--- config.mk ---
export PLATFORM = sky130hd
export DESIGN_NAME = dnm_ctrl
export DESIGN_NICKNAME = d
export VERILOG_FILES = /design/src/sv/dnm_pkg.sv /design/src/sv/dnm_ctrl.sv
export SDC_FILE = /design/constraint.sdc
export NUM_CORES = 1
export LEC_CHECK = 0
export BUFFER_PORTS_ARGS = -buffer_cell sky130_fd_sc_hd__buf_2
export CAP_MARGIN = 10
export CORE_AREA = 2 2 39 41
export CTS_BUF_LIST = sky130_fd_sc_hd__clkbuf_16
export DETAILED_ROUTE_END_ITERATION = 8
export DIE_AREA = 0 0 41 43
export GPL_ROUTABILITY_DRIVEN = 0
export SYNTH_ARGS = -nofsm -noshare
export SYNTH_HDL_FRONTEND = slang
export SYNTH_SLANG_ARGS = --single-unit
--- constraint.sdc ---
create_clock -name clock -period 2.3 [get_ports clock]
set_clock_uncertainty 0.2 [all_clocks]
set_input_delay 0 -clock clock [delete_from_list [all_inputs] [get_ports clock]]
set_output_delay 0 -clock clock [all_outputs]
set_load 0.005 [all_outputs]
--- src/sv/dnm_pkg.sv ---
`default_nettype none

package dnm_pkg;

   // Field widths fixed by the interface.
   localparam int DIST_W  = 40;
   localparam int INDEX_W = 6;
   localparam int ELEM_W  = 16;

   // Squared distance limit after reset: 0.36 in Q16.24.
   localparam logic [DIST_W-1:0] LIMIT_RESET = 40'd6039798;

   // Command codes of an input transfer.
   localparam logic [1:0] CMD_CLEAR  = 2'd0;
   localparam logic [1:0] CMD_ENROLL = 2'd1;
   localparam logic [1:0] CMD_QUERY  = 2'd2;
   localparam logic [1:0] CMD_UNUSED = 2'd3;

   // Result kinds of an output transfer.
   localparam logic [1:0] KIND_CLEAR  = 2'd0;
   localparam logic [1:0] KIND_ENROLL = 2'd1;
   localparam logic [1:0] KIND_QUERY  = 2'd2;

   typedef struct packed {
      logic [1:0]               cmd;
      logic signed [ELEM_W-1:0] element_value;
      logic                     last_element;
   } req_type;

   typedef struct packed {
      logic [1:0]         result_kind;
      logic               table_full;
      logic               matched;
      logic [INDEX_W-1:0] match_index;
      logic [DIST_W-1:0]  best_distance_squared;
   } rsp_type;

   typedef enum logic [2:0] {
      ST_IDLE,
      ST_FILL,
      ST_SCAN,
      ST_DRAIN,
      ST_ANSWER
   } state_type;

   // Commands from the controller to the datapath.
   typedef struct packed {
      logic take;
      logic fill_step;
      logic scan_step;
      logic answer;
   } ctl_type;

   // Status from the datapath to the controller.
   typedef struct packed {
      logic imm_result;
      logic elem_done;
      logic need_fill;
      logic is_query;
      logic fill_last;
      logic fill_query;
      logic count_zero;
      logic scan_last;
      logic pipe_busy;
      logic rsp_busy;
   } sts_type;

endpackage

`default_nettype wire

--- src/sv/dnm_ctrl.sv ---
`default_nettype none

module dnm_ctrl (
   input  wire logic             clock,
   input  wire logic             reset,
   input  wire logic             req_valid,
   output logic                  req_stall,
   input  wire dnm_pkg::sts_type sts,
   output dnm_pkg::ctl_type      ctl
);

   dnm_pkg::state_type state_ff;
   dnm_pkg::state_type state_in;

   // A result produced at once needs a free output register.
   assign req_stall = (state_ff != dnm_pkg::ST_IDLE) || (sts.imm_result && sts.rsp_busy);

   // Next state.
   always_comb begin
      state_in = state_ff;
      unique case (state_ff)
         dnm_pkg::ST_IDLE: begin
            if (req_valid && !req_stall && sts.elem_done) begin
               if (sts.need_fill) begin
                  state_in = dnm_pkg::ST_FILL;
               end else if (sts.is_query) begin
                  state_in = sts.count_zero ? dnm_pkg::ST_ANSWER : dnm_pkg::ST_SCAN;
               end
            end
         end
         dnm_pkg::ST_FILL: begin
            if (sts.fill_last) begin
               if (sts.fill_query) begin
                  state_in = sts.count_zero ? dnm_pkg::ST_ANSWER : dnm_pkg::ST_SCAN;
               end else begin
                  state_in = dnm_pkg::ST_IDLE;
               end
            end
         end
         dnm_pkg::ST_SCAN: begin
            if (sts.scan_last) begin
               state_in = dnm_pkg::ST_DRAIN;
            end
         end
         dnm_pkg::ST_DRAIN: begin
            if (!sts.pipe_busy) begin
               state_in = dnm_pkg::ST_ANSWER;
            end
         end
         dnm_pkg::ST_ANSWER: begin
            if (!sts.rsp_busy) begin
               state_in = dnm_pkg::ST_IDLE;
            end
         end
         default: begin
            state_in = dnm_pkg::ST_IDLE;
         end
      endcase
   end

   // Commands to the datapath.
   always_comb begin
      ctl = '0;
      unique case (state_ff)
         dnm_pkg::ST_IDLE:   ctl.take      = req_valid && !req_stall;
         dnm_pkg::ST_FILL:   ctl.fill_step = 1'b1;
         dnm_pkg::ST_SCAN:   ctl.scan_step = 1'b1;
         dnm_pkg::ST_DRAIN:  ctl = '0;
         dnm_pkg::ST_ANSWER: ctl.answer    = !sts.rsp_busy;
         default:            ctl = '0;
      endcase
   end

   always_ff @(posedge clock) begin
      if (reset) begin
         state_ff <= dnm_pkg::ST_IDLE;
      end else begin
         state_ff <= state_in;
      end
   end

   // The answer is taken only once every distance has been compared.
   a_answer_after_drain: assert property (@(posedge clock) disable iff (reset)
      ctl.answer |-> !sts.pipe_busy)
      else $error("answer loaded while the distance pipeline still works");

endmodule

`default_nettype wire

After elaboration in Yosys (flattened, before gate mapping):

Index checks and enable logic that the tools add are counted.

* flip-flop bits (word level): 3
* input port bits: 13
* output and inout bits: 5
* logic and storage cells: 34

* equal/unequal tests: 10
* multiplexer cells: 14
* reductions and logical operators: 9

Operators by type and width (number)
* $mux 3: 9
* $pmux 3 s5: 1
* $ne 2x2->1 const B: 5
* $eq 3x2->1 const B: 2
* $reduce_and 6->1: 1
* $mux 1: 4
* $eq 3x1->1 const B: 1
* $eq 3x3->1 const B: 1
* $logic_and 1x1->1: 3
* $logic_not 3->1: 1
* $ne 3x3->1 const B: 1
* $reduce_bool 3->1: 1
* $logic_not 1->1: 2
* $logic_or 1x1->1: 1

Depth between registers and ports, before layout:

Gate-level depths: netlist (run 1).

* depth in word-level cells: 7
* depth in mapped cells: 5
* mapped depth without buffers: 4

Least setup slack after synthesis (run 1):

OpenSTA, ideal clock, no wires.

* path type: register to register
* start: reg state_ff[0]
* end: reg state_ff[2]
* library setup time: 0.092 ns
* arrival: 0.987 ns
* slack: 1.021 ns
* cell stages (with the launch flop): 6
* buffers on the path: 1
* period minus slack after synthesis: 1.279 ns
* cells stage by stage: dfxtp_1 -> buf_6 -> nor2_2 -> a211oi_2 -> nand2_1 -> o32ai_1

* word-level cells in the longest chain between the ends: 7
* elaborated cells on any way between the ends: 18

RTL lines
* start, declared: line dnm_ctrl.sv:12 `dnm_pkg::state_type state_ff;`
* start signal, assigned: line dnm_ctrl.sv:76 `state_ff <= dnm_pkg::ST_IDLE;`
* start signal, assigned: line dnm_ctrl.sv:78 `state_ff <= state_in;`
* $reduce_bool 3->1: line dnm_ctrl.sv:16 `assign req_stall = (state_ff != dnm_pkg::ST_IDLE) || (sts.imm_result && sts.rsp_busy);`
* $logic_or 1x1->1: line dnm_ctrl.sv:16
* $logic_not 1->1: line dnm_ctrl.sv:23 `if (req_valid && !req_stall && sts.elem_done) begin`
* $logic_and 1x1->1 (2 in a row): line dnm_ctrl.sv:23
* $ne 2x2->1 (no line)
* $reduce_and 6->1 (no line)

Parallel ways exist; a longest one is shown, timed or not.
A chain may end at the register's enable or synchronous reset.

Worst setup path in the final report (run 1):

Same ends and word-level chain as after synthesis.

==> impl_results.md, run 1 <==
* Hold Vio Cnt, Final at 0
* Met3 usage at 4.71%
* R2R cell count at 5
* Synth area leader: dfxtp_1
* Sequential power share at 15.3%
* Via Count at 367
* Routed wire length at 817 um
* Largest net degree at the start of global routing at 10
* Comb pwr share at 14.8%
* GRT Util Overall at 12.1%
* Cell family with most CP delay: buffers and inverters
* Fin crit period at 2020 ps
* Initial core utilization at 20.3%
* Crit path cell chain: nor2_2 -> a211oi_2 -> nand2_1 -> o32ai_1 -> dlygate4sd3_1
* Final slew viol count at 0
* Sw Pwr at 78.7 uW
* Worst EP required at 2260 ps
* Fin crit share at 87.9%
* Die Area at 0.00176 mm2
* RSZ-0062 raised after global routing: false
* Crit Path Class: reg2reg
* Die H at 43 um
* Syn_nets at 52
* Vias/cell at 4.59
* Fillcell total at 159
* Data arrival, critical path at 1980 ps
* Non-Filler Instances at 80
* HP Class: in2reg
* Area grow syn2layout at 81.2%
* Placed Cells at 70
* CP bufs+invs at 1
* Biggest register: state_ff
* Row count at 14
* Post-Synthesis Cells at 39
* Asr flop ratio synth at 0%
* Status: finished, final reports clean
* Setup crit end kind: flop
* Die span in x at 41 um
* Dpl hpwl at 616 um
* Worst-Skew Late Latency at 220 ps
* EDFF count, synth at 0
* Worst-margin pin slew at 303 ps
* Slowest stage cell, crit path: dlygate4sd3_1
* Clk root buf: clkbuf_16
* CP max stage delay at 580 ps
* Critical Path Fanout Max at 9
* Leak pwr at 0.245 nW
* Global route overflow at 0
* Synth cell types at 19
* CTS buffer count at 3
* Largest register FFs at 3
* Antenna violations before repair at 0
* Setup TNS at 0 ps
* WL/cell at 10.2 um
* First-pass GRT wire length at 1350 um
* Sw frac at 20.1%
* Deepest clock path buffer count at 2
* WP depth at 5
* Core Util, Final at 36.7%
* Crit start category: flop
* Worst Hold Depth at 4
* Slew headroom at 79.5%
* Synth Cell Area at 280 um2
* Max frequency at 0.495 GHz
* CTS tree: yes
* # setup viols final at 0
* Worst vdd ir at 0.507 mV
* CTS clk-pin slew, worst paths at 30 ps
* Dominant cells by area after synthesis: dfxtp_1, a21oi_1, o32ai_1
* Synth Register Bits at 3
* Top post-synthesis cells by count: a21oi_1, nor2_1, nand2_1
* # Max-Cap Violations at 0
* M2 GR Usage at 17.5%
* Share of layout cells above drive strength 1 at 35.9%
* Remaining DRCs at 0
* IO Pins at 18
* Predominant post-synthesis flop cell: dfxtp_1
* Routed Antenna Nets at 0
* Average size of a mapped cell at 7.19 um2
* DR pass1 iterations at 4
* Registers with the most flip-flops: state_ff: 3 flops
* Core Area at 0.00138 mm2
* YS warnings at 0
* Clk network pwr share at 69.9%
* Vias in the first global route at 336
* 1st-iter DRT viols at 3
* H-tree depth at 1
* Setup bufs post-CTS at 0
* Seq/Total Area, Yosys at 21.4%
* Antenna cell count at 0
* Design Power at 390 uW
* Clock sink count at 3
* Met1 track utilization from global routing at 13.1%
* Internal power at 312 uW
* Synth top area share at 21.4%
* NumNets Final at 78
* Pwr per Cell Area at 769 mW/mm2
* Most used routing layer: met2
* Buffers on Ports at 17
-- final timing paths --
kind                                                from                        to  slack, ps
worst max-delay path            state_ff[0]$_SDFFE_PP0P_  state_ff[2]$_SDFFE_PP0P_        280
worst min-delay path                              sts[3]  state_ff[1]$_SDFFE_PP0P_          2
worst max register to register  state_ff[0]$_SDFFE_PP0P_  state_ff[2]$_SDFFE_PP0P_        280
worst min register to register  state_ff[2]$_SDFFE_PP0P_  state_ff[1]$_SDFFE_PP0P_        470
-- cell families (layout without fill, tap and decap cells) --
kind of cell	count (synthesis)	count (layout)	share of synthesized area (%)
AOI/OAI and AO/OA	14	14	34.4
and+or+nand+nor	17	17	34.4
DFF	3	3	21.4
buffers and inverters	5	30	9.82
-- through the flow --
stage / area [um2] / worst slack, ps / hold slack, ps
floorplan: 280 / 1020 / -169
global placement: 369 / 846 / 54.2
detailed placement: 369 / 838 / 53.7
CTS: 508 / 306 / 0.245
global route: 508 / 80.1 / 29.4
finish: 508 / 279 / 1.85
-- routing by layer --
metal / vias up / wire length (um) / part of all wire, %
met5: - / 0 / 0
met4: 0 / 23 / 2.8
met3: 2 / 63 / 7.7
met2: 14 / 397 / 49
met1: 160 / 333 / 41
li1: 191 / - / -
-- final cells by class --
class	count	area, um2	share of cell area [%]
multi-input combinational	31	193	37.9
timing repair buffer	23	145	28.6
clock buffer	3	75.1	14.8
sequential	3	60.1	11.8
tap	16	20.0	3.94
inverter	3	11.3	2.22
clock inverter	1	3.75	0.739
-- worst min-delay path: stages --
cell     delay, ps
buf_2          110
nor4b_1         60
a21oi_1        110
o32ai_1         90
-- power groups by stage --
| stage | Clock, mW | Combinational [mW] | Sequential (mW) |
|---|---|---|---|
| after floorplan | 0 | 0.0313 | 0.0566 |
| after global placement | 0 | 0.0496 | 0.0605 |
| after detailed placement | 0 | 0.0495 | 0.0606 |
| after CTS | 0.276 | 0.0581 | 0.0598 |
| after global routing | 0.280 | 0.0648 | 0.0606 |
| final | 0.273 | 0.0576 | 0.0598 |
-- cell usage in the layout, fill, tap and decap left out, drive strengths merged --
master,count
nor2,7
nor3,1
inv,4
buf,17
nand2b,2
o32ai,3
a31oi,1
o21ai,1
dlygate4sd3,6
dfxtp,3
o21bai,1
nand2,4
and3,1
a21oi,6
a211oi,1
nand3b,1
o2bb2ai,1
nor4b,1
clkbuf,3
-- repair_timing --
| action | in CTS | in global routing |
|---|---|---|
| hold endpoints to repair | 3 | 0 |
| gates resized for setup | 0 | 0 |
| hold buffers | 6 | 0 |
Power figures use the tool's default switching activity.
==> inputs of run 2 (changes only) <==
- CORE_AREA: 2 2 39 41 -> 3 3 40 42
- DIE_AREA: 0 0 41 43 -> 0 0 43 45
==> impl_results.md, run 2 (synthesis results as in run 1) <==
* Worst setup margin at 277 ps
* Setup crit end kind: flop
* Data arrival, critical path at 1980 ps
* Dpl ws at 817 ps
* Largest register FFs at 3
* NumNets Final at 78
* Crit Path Class: reg2reg
* Max frequency at 0.494 GHz
* Antenna cell count at 0
* R2R cell count at 5
* Non-Filler Instances at 79
* Crit start category: flop
* Placed Cells at 69
* Core Util, Final at 39.4%
* # setup viols final at 0
* Pwr per Cell Area at 761 mW/mm2
* Final slew viol count at 0
* Worst Hold Margin at 28.3 ps
* Worst vdd ir at 0.314 mV
* Deepest clock path buffer count at 2
* First-pass GRT wire length at 1490 um
* HP Class: in2reg
* Worst-margin pin slew at 335 ps
* Most frequent cells in the layout: buf_2, nor2_1, a21oi_1, dlygate4sd3_1
* Row count at 13
* CTS buffer count at 3
* Die H at 45 um
* Most common cell after layout, fill and taps aside: buf_2
* H-tree depth at 1
* HP Start: sts[3]
* Hold Vio Cnt, Final at 0
* Status: finished, final reports clean
* IO Pins at 18
* Biggest register: state_ff
* Worst EP required at 2260 ps
* Worst Hold Depth at 4
* Die Area at 0.00194 mm2
* Fin crit period at 2020 ps
* Via Count at 354
* Initial core utilization at 21.8%
* CTS clk-pin slew, worst paths at 30 ps
* CTS tree: yes
* Worst-Skew Late Latency at 220 ps
* Fin crit share at 88.0%
* Largest net degree at the start of global routing at 10
* Remaining DRCs at 0
* Slew headroom at 77.6%
* Die span in x at 43 um
* Registers with the most flip-flops: state_ff: 3 flops
* Clock sink count at 3
* Antenna violations before repair at 0
* Share of layout cells above drive strength 1 at 35.9%
* WL/cell at 11.0 um
* Flop2flop setup slack at 280 ps
* Area grow syn2layout at 80.8%
* FF-to-FF End: state_ff[0]$_SDFFE_PP0P_
* Vias in the first global route at 362
* Clk root buf: clkbuf_16
* Buffers on Ports at 17
* Routed Antenna Nets at 0
* Core Area at 0.00128 mm2
* Vias/cell at 4.48
* WHS Endpoint: state_ff[1]$_SDFFE_PP0P_
* Reg-to-Reg Start: state_ff[0]$_SDFFE_PP0P_
* Routed wire length at 871 um
* RSZ-0062 raised after global routing: false
* # Max-Cap Violations at 0
* Global route overflow at 0
* Setup TNS at 0 ps
* 1st-iter DRT viols at 10
* DR pass1 iterations at 4
* Leak pwr at 0.245 nW
* Critical Path Fanout Max at 9
* GRT Util Overall at 9.97%
* Dpl hpwl at 627 um
==> run 2: cell counts in the layout (fill, tap and decap cells not counted) <==
Identical to the previous run, type by type.
==> run 2: worst max-delay path, cell delays in order, from the launching register on <==
cell and delay, ps:
dfxtp_1 500, nor2_2 90, a211oi_2 210, nand2_1 110, o32ai_1 260, dlygate4sd3_1 590
==> run 2: what timing repair did <==
action	CTS	global route
resized for setup	0	0
hold buffers	6	0
hold endpoints to repair	3	0
buffers inserted	0	0
==> run 2: worst max-delay path by stage <==
stage / startpoint / end / slack, ps
2_1_floorplan: state_ff[0]$_SDFFE_PP0P_ / state_ff[2]$_SDFFE_PP0P_ / 1020
3_3_place_gp: state_ff[0]$_SDFFE_PP0P_ / state_ff[0]$_SDFFE_PP0P_ / 870
3_5_place_dp: state_ff[0]$_SDFFE_PP0P_ / state_ff[2]$_SDFFE_PP0P_ / 820
4_1_cts: state_ff[0]$_SDFFE_PP0P_ / state_ff[2]$_SDFFE_PP0P_ / 290
5_1_grt: state_ff[0]$_SDFFE_PP0P_ / state_ff[0]$_SDFFE_PP0P_ / 130
6_report: state_ff[0]$_SDFFE_PP0P_ / state_ff[0]$_SDFFE_PP0P_ / 280
==> run 2: layout make-up <==
type | count | area, um2
inverters | 3 | 11.3
clock buffers | 3 | 75.1
well taps | 15 | 18.8
flip-flops and latches | 3 | 60.1
clock inverters | 1 | 3.75
fillers | 144 | 778
repair buffers | 23 | 145
multi-input cells | 31 | 193
==> run 2: metrics by stage <==
step                      instance area, um2  power (mW)
after floorplan                          280      0.0879
after global placement                   368       0.110
after detailed placement                 368       0.110
after CTS                                507       0.390
after global routing                     507       0.404
final                                    507       0.386
==> run 2: metal layers <==
metal,GRT usage (%),vias up,wire [um]
li1,-,192,-
met2,17.4,10,425
met1,12.4,152,390
met4,3.61,0,0
met5,0,-,0
met3,1.59,0,55
==> run 2: where the power goes <==
part	leakage, nW	internal (mW)	total [mW]	switching (mW)
registers	0.0243	0.0548	0.0603	0.00547
logic	0.179	0.0327	0.0581	0.0254
clock network	0.0423	0.224	0.267	0.0435
total	0.245	0.311	0.386	0.0743
